### src/rtl/rehb_pkg.sv
// Package for the Raft election and heartbeat controller.
// Holds codes, widths, command and configuration types and small helper functions.
// Depends on nothing; every other file of the block but rehb_ram uses it.
package rehb_pkg;

    localparam int MAX_NODES = 8;
    localparam int PEER_W    = $clog2(MAX_NODES);
    localparam int NODE_W    = 4;
    localparam int LOG_DEPTH = 1024;
    localparam int LOG_AW    = $clog2(LOG_DEPTH);
    localparam int IDX_W     = 11;
    localparam int TERM_W    = 32;
    localparam int CD_W      = 17;
    localparam int LFSR_W    = 16;
    localparam int CFG_AW    = 5;

    localparam logic [TERM_W-1:0] TERM_MAX   = '1;
    localparam logic [LFSR_W-1:0] LFSR_SEED  = 16'hACE1;
    localparam logic [15:0]       HB_SAT     = 16'hFFFF;
    localparam logic [3:0]        VOTES_SAT  = 4'hF;

    localparam logic [1:0] MODE_TICK   = 2'd0;
    localparam logic [1:0] MODE_VOTE   = 2'd1;
    localparam logic [1:0] MODE_APPEND = 2'd2;
    localparam logic [1:0] MODE_CLIENT = 2'd3;

    localparam logic [1:0] KIND_VREQ   = 2'd0;
    localparam logic [1:0] KIND_HBEAT  = 2'd1;
    localparam logic [1:0] KIND_STATUS = 2'd2;

    localparam logic [1:0] ROLE_FOLLOWER  = 2'd0;
    localparam logic [1:0] ROLE_CANDIDATE = 2'd1;
    localparam logic [1:0] ROLE_LEADER    = 2'd2;

    localparam logic [1:0] STAT_OK         = 2'd0;
    localparam logic [1:0] STAT_NOT_LEADER = 2'd1;
    localparam logic [1:0] STAT_FULL       = 2'd2;

    localparam logic [2:0] REG_CLUSTER = 3'd0;
    localparam logic [2:0] REG_SELF    = 3'd1;
    localparam logic [2:0] REG_HB      = 3'd2;
    localparam logic [2:0] REG_EMIN    = 3'd3;
    localparam logic [2:0] REG_ESPAN   = 3'd4;

    localparam logic [3:0]  RST_CLUSTER = 4'd1;
    localparam logic [2:0]  RST_SELF    = 3'd0;
    localparam logic [15:0] RST_HB      = 16'd50;
    localparam logic [15:0] RST_EMIN    = 16'd150;
    localparam logic [15:0] RST_ESPAN   = 16'd150;

    typedef enum logic [1:0] {
        OP_TICK,
        OP_VOTE,
        OP_APPEND,
        OP_CLIENT
    } t_op;

    typedef enum logic [1:0] {
        ST_IDLE,
        ST_PEER,
        ST_EMIT
    } t_state;

    typedef struct packed {
        t_op                op;
        logic [PEER_W-1:0]  peer;
        logic               peer_ok;
        logic [TERM_W-1:0]  reply_term;
        logic               granted;
    } t_cmd;

    typedef struct packed {
        logic [NODE_W-1:0] cluster;
        logic [PEER_W-1:0] self_idx;
        logic [15:0]       hb_interval;
        logic [15:0]       elec_min;
        logic [15:0]       elec_span;
    } t_cfg;

    function automatic logic [NODE_W-1:0] node_count(input logic [NODE_W-1:0] c);
        logic [NODE_W-1:0] r;
        if (c == '0) begin
            r = NODE_W'(1);
        end else if (c > NODE_W'(MAX_NODES)) begin
            r = NODE_W'(MAX_NODES);
        end else begin
            r = c;
        end
        return r;
    endfunction

    function automatic logic [LFSR_W-1:0] lfsr_step(input logic [LFSR_W-1:0] s);
        logic fb;
        fb = s[0] ^ s[2] ^ s[3] ^ s[5];
        return {fb, s[LFSR_W-1:1]};
    endfunction

endpackage

### src/rtl/rehb_if.sv
// Channel interfaces of the Raft election and heartbeat controller.
// Input beats carry responses, ticks and client appends; output beats carry requests and status.
// Depends on rehb_pkg for field widths.
interface rehb_in_if;
    logic                              valid;
    logic                              ready;
    logic [1:0]                        mode;
    logic [rehb_pkg::PEER_W-1:0]       peer;
    logic [rehb_pkg::TERM_W-1:0]       reply_term;
    logic                              granted;

    modport source (output valid, mode, peer, reply_term, granted, input ready);
    modport sink   (input valid, mode, peer, reply_term, granted, output ready);
endinterface


### src/rtl/rehb_front.sv
// Front end: accepts input beats, decodes the mode, checks the peer and queues commands.
// Two-entry queue toward the back end. Depends on rehb_pkg and rehb_if.
module rehb_front (
    input  logic             i_clk,
    input  logic             i_rst_n,
    rehb_in_if.sink          i_in,
    input  rehb_pkg::t_cfg   i_cfg,
    output rehb_pkg::t_cmd   o_cmd,
    output logic             o_cmd_valid,
    input  logic             i_cmd_pop
);

    rehb_pkg::t_cmd                 r_q [2];
    logic                           r_wp, r_rp;
    logic [1:0]                     r_cnt;
    rehb_pkg::t_cmd                 cmd_in;
    logic [rehb_pkg::NODE_W-1:0]    nodes;
    logic                           push, pop;

    assign nodes = rehb_pkg::node_count(i_cfg.cluster);

    always_comb begin
        unique case (i_in.mode)
            rehb_pkg::MODE_TICK:   cmd_in.op = rehb_pkg::OP_TICK;
            rehb_pkg::MODE_VOTE:   cmd_in.op = rehb_pkg::OP_VOTE;
            rehb_pkg::MODE_APPEND: cmd_in.op = rehb_pkg::OP_APPEND;
            default:               cmd_in.op = rehb_pkg::OP_CLIENT;
        endcase
        cmd_in.peer       = i_in.peer;
        cmd_in.peer_ok    = ({1'b0, i_in.peer} < nodes) && (i_in.peer != i_cfg.self_idx);
        cmd_in.reply_term = i_in.reply_term;
        cmd_in.granted    = i_in.granted;
    end

    assign i_in.ready  = (r_cnt != 2'd2);
    assign push        = i_in.valid && i_in.ready;
    assign pop         = i_cmd_pop && (r_cnt != 2'd0);
    assign o_cmd       = r_q[r_rp];
    assign o_cmd_valid = (r_cnt != 2'd0);

    always_ff @(posedge i_clk) begin
        if (!i_rst_n) begin
            r_wp  <= 1'b0;
            r_rp  <= 1'b0;
            r_cnt <= 2'd0;
        end else begin
            if (push) begin
                r_wp <= ~r_wp;
            end
            if (pop) begin
                r_rp <= ~r_rp;
            end
            r_cnt <= r_cnt + {1'b0, push} - {1'b0, pop};
        end
        if (push) begin
            r_q[r_wp] <= cmd_in;
        end
    end

endmodule

### src/flat_wrapper.sv
// flat-port wrapper written by rule: the top's interface ports become plain ports
module rehb_front_flat 
  (i_clk, i_rst_n, i_cfg, o_cmd, o_cmd_valid, i_cmd_pop, i_in_valid, i_in_mode, i_in_peer, i_in_reply_term, i_in_granted, i_in_ready);
  rehb_in_if i_in_i ();
  input  logic i_clk;
  input  logic i_rst_n;
  input  rehb_pkg::t_cfg i_cfg;
  output rehb_pkg::t_cmd o_cmd;
  output logic o_cmd_valid;
  input  logic i_cmd_pop;
  input wire logic [$bits(i_in_i.valid)-1:0] i_in_valid;
  input wire logic [$bits(i_in_i.mode)-1:0] i_in_mode;
  input wire logic [$bits(i_in_i.peer)-1:0] i_in_peer;
  input wire logic [$bits(i_in_i.reply_term)-1:0] i_in_reply_term;
  input wire logic [$bits(i_in_i.granted)-1:0] i_in_granted;
  output wire logic [$bits(i_in_i.ready)-1:0] i_in_ready;
  assign i_in_i.valid = i_in_valid;
  assign i_in_i.mode = i_in_mode;
  assign i_in_i.peer = i_in_peer;
  assign i_in_i.reply_term = i_in_reply_term;
  assign i_in_i.granted = i_in_granted;
  assign i_in_ready = i_in_i.ready;
  rehb_front u_core (.i_clk(i_clk), .i_rst_n(i_rst_n), .i_in(i_in_i), .i_cfg(i_cfg), .o_cmd(o_cmd), .o_cmd_valid(o_cmd_valid), .i_cmd_pop(i_cmd_pop));
endmodule
### config.mk
export PLATFORM = sky130hd
export DESIGN_NAME = rehb_front_flat
export DESIGN_NICKNAME = d
export VERILOG_FILES = /design/src/rtl/rehb_pkg.sv /design/src/rtl/rehb_if.sv /design/src/rtl/rehb_front.sv /design/src/flat_wrapper.sv
export SDC_FILE = /design/constraint.sdc
export NUM_CORES = 1
export LEC_CHECK = 0
export ABC_AREA = 1
export ABC_CLOCK_PERIOD_IN_PS = 3900
export BUFFER_PORTS_ARGS = -buffer_cell sky130_fd_sc_hd__buf_2
export CORE_MARGIN = 2
export CORE_UTILIZATION = 47
export DETAILED_ROUTE_END_ITERATION = 10
export PLACE_DENSITY = 0.78
export REMOVE_ABC_BUFFERS = 1
export SLEW_MARGIN = 10
export SYNTH_ARGS = -nofsm -noshare
export SYNTH_HDL_FRONTEND = slang
export SYNTH_SLANG_ARGS = --single-unit
### constraint.sdc
create_clock -name i_clk -period 3.9 [get_ports i_clk]
set_clock_uncertainty 0.15 [all_clocks]
set_input_delay 0 -clock i_clk [delete_from_list [all_inputs] [get_ports i_clk]]
set_output_delay 0 -clock i_clk [all_outputs]
set_load 0.005 [all_outputs]
==> results by group <==
Logic synthesis
  • Top-area cell type share of the netlist area: 73.2%
  • Mapped Cells: 172
  • Yosys Warn Count: 0
  • Synth Cell Area: 3200 sq um
  • Yosys cell types: 17
  • Syn Area/Cell: 18.6 sq um
  • Yosys reg bits: 83
  • Largest cells by area after synthesis: edfxtp_1, mux2_2, mux2_4, dfxtp_1, ha_1
  • Yosys top cell by area: edfxtp_1
  • Seq/Total Area, Yosys: 76.3%

STA
  • Fmax: 476 MHz
  • Headroom to the max-slew limit: 22.6%
  • Post-route minimum period: 2.10 ns
  • Max Transition Viols Final: 0
  • Worst Slack Setup Final: 1.80 ns
  • # setup viols final: 0
  • Fin crit share: 53.9%
  • Final Hold Viols: 0
  • Least-Margin Pin Slew: 1.16 ns
  • Setup_tns: 0 ns
  • RSZ-0062 raised after global routing: false

Power
  • Int Pwr: 1730 uW
  • Clk pwr share: 26.6%
  • Switching Share: 25.1%
  • Flop pwr share: 51.9%
  • Leakage: 0.00173 uW
  • Comb pwr share: 21.6%
  • Worst vdd rail ir drop: 0.000393 V
  • Pwr Density: 534 nW/um^2
  • Net Sw Power: 580 uW

Floorplan
  • Die ar.: 7480 sq um
  • DIE HEIGHT: 86.5 microns
  • Row count: 30
  • Top Ports: 138
  • Initial Utilization: 47.9%
  • Core area: 6680 sq um
  • Die Wd: 86.5 microns

Routing
  • Final WL: 5870 microns
  • First drt pass iteration count: 4
  • Vias: 1887
  • Remaining antenna violation count: 0
  • WL/cell: 15.0 microns
  • First DRT Iteration DRCs: 78
  • # DRC: 0
  • Via/cell ratio: 4.81

Critical path
  • Worst Setup Path Type: reg2reg
  • CP arrival: 1.91 ns
  • Startpoint types: flop
  • Max incr delay on CP: 0.90 ns
  • Req. time, crit path: 3.70 ns
  • Crit path max fanout: 40
  • Worst-path cell chain: inv_1 > nand2_1 > nand2_1 > nor2_4
  • Slowest stage cell, crit path: nor2_4
  • Critical Path Most Common Cell: nand2_1
  • CP Capture Type: flop

Job
  • Max cap viols: 0

Cells and area
  • Layout Nets: 408
  • Antenna fix cells: 0
  • Layout cells sized above 1: 46.8%
  • P&R area growth vs syn: 35.4%
  • Post-Layout Cell Count: 392
  • Most frequent cells in the layout: buf_2, edfxtp_1, dlygate4sd3_1
  • Most common cell after layout, fill and taps aside: buf_2

CTS
  • Worst skew pair latency: 0.34 ns
  • Post-CTS setup buffers: 0
  • CTS sink count: 83
  • Clock Tree Buf Depth: 2
  • TritonCTS clock tree: built
  • Htree depth: 3
  • Root Driver: clkbuf_8
  • Clock-pin slew on the worst setup and hold paths: 0.08 ns
  • CTS Buf Count: 9

Placed design
  • Setup slack after placement: 1.74 ns
  • Port buffer count: 89
  • Placed insts: 335
  • Routability cong.: 0.765
  • HPWL Detailed: 3510 microns

Global routing
  • GRT Residual Overflow: 0
  • Total track usage: 15.9%
  • Pin count of the biggest net entering global routing: 41
  • First-pass GRT wire length: 8760 microns
  • Via count of the first global-routing pass: 2004
  • Antenna violations before repair: 0

Run status
  • Status: completed

Min path
  • Class of the worst hold path: in2reg
worst max-delay path: cells and delay by family (launching register included):
| kind | cells | cell delay, ns |
|---|---|---|
| AND/OR/NAND/NOR | 3 | 1.16 |
| flip-flops | 1 | 0.32 |
| buffers and inverters | 1 | 0.06 |
cells by family (layout without fill, tap and decap cells):
group | Yosys count | after routing | share of synthesized area [%]
flops | 83 | 83 | 76.3
mux | 39 | 39 | 14.9
buf+inv | 18 | 158 | 2.93
simple gates | 16 | 16 | 1.92
compound gates | 8 | 8 | 1.25
fa+ha+maj | 4 | 4 | 1.56
xor+xnor | 4 | 4 | 1.10
layer usage:
layer	wire length [microns]	up-vias	GRT usage (%)
met5	0	-	0
met4	78	0	6.68
met3	308	8	5.24
met2	3180	56	29.2
met1	2300	919	16.5
li1	-	904	-
final cells by class:
type | count | area, sq um
Sequential cell | 83 | 2440
Fill cell | 489 | 2350
Timing Repair Buffer | 130 | 856
Multi-Input combinational cell | 71 | 678
Clock buffer | 13 | 191
Tap cell | 80 | 100
Inverter | 12 | 45.0
Clock inverter | 3 | 17.5
state kept, by name (all words and copies together) (netlist names), named ones only:
register / cells
u_core.r_q: 78
u_core.r_cnt: 2
u_core.r_wp: 1
u_core.r_rp: 1
power by group through the flow:
stage	registers, uW	logic (uW)	clock network, uW
6_report	1200	498	615
5_1_grt	1210	543	667
4_1_cts	1200	506	629
3_5_place_dp	1220	471	0
3_3_place_gp	1210	454	0
2_1_floorplan	1200	280	0
synth_stat cells:
library cell / instances
xor2_1: 3
buf_8: 1
ha_1: 4
mux2_4: 10
buf_4: 2
inv_1: 12
xnor2_1: 1
a21oi_1: 4
edfxtp_1: 78
dfxtp_1: 5
clkbuf_1: 2
nand2_1: 12
mux2_2: 29
nor2_1: 3
buf_6: 1
nor3_1: 1
o21ai_0: 4
repair_timing:
action                                 CTS  global route
endpoints found under the hold margin   83             0
resized for setup                        0             0
hold buffers                            41             0
path summary, 6_finish.rpt:
path | start | to | slack (ns) | depth (start not counted)
hold / removal | i_in_valid | u_core.r_wp$_SDFFE_PN0P_ | 0.04 | 5
hold reg to reg | u_core.r_rp$_SDFFE_PN0P_ | flop | 0.31 | 1
setup / recovery | u_core.r_cnt[0]$_SDFF_PN0_ | u_core.r_q[1][22]$_DFFE_PP_ | 1.80 | 4
setup reg to reg | u_core.r_cnt[0]$_SDFF_PN0_ | u_core.r_q[1][22]$_DFFE_PP_ | 1.80 | 4
stage by stage:
stage | instance area [sq um] | util (%) | total power (uW) | hold slack, ns
finish | 4330 | 64.8 | 2310 | 0.0355
global route | 4330 | 64.8 | 2420 | 0.0559
CTS | 4330 | 64.8 | 2340 | 0.0213
detailed placement | 3710 | 55.6 | 1690 | 0.0413
global placement | 3710 | 55.6 | 1670 | 0.0372
floorplan | 3150 | - | 1480 | -0.0565
No activity file was read; power rests on OpenSTA's default activity.
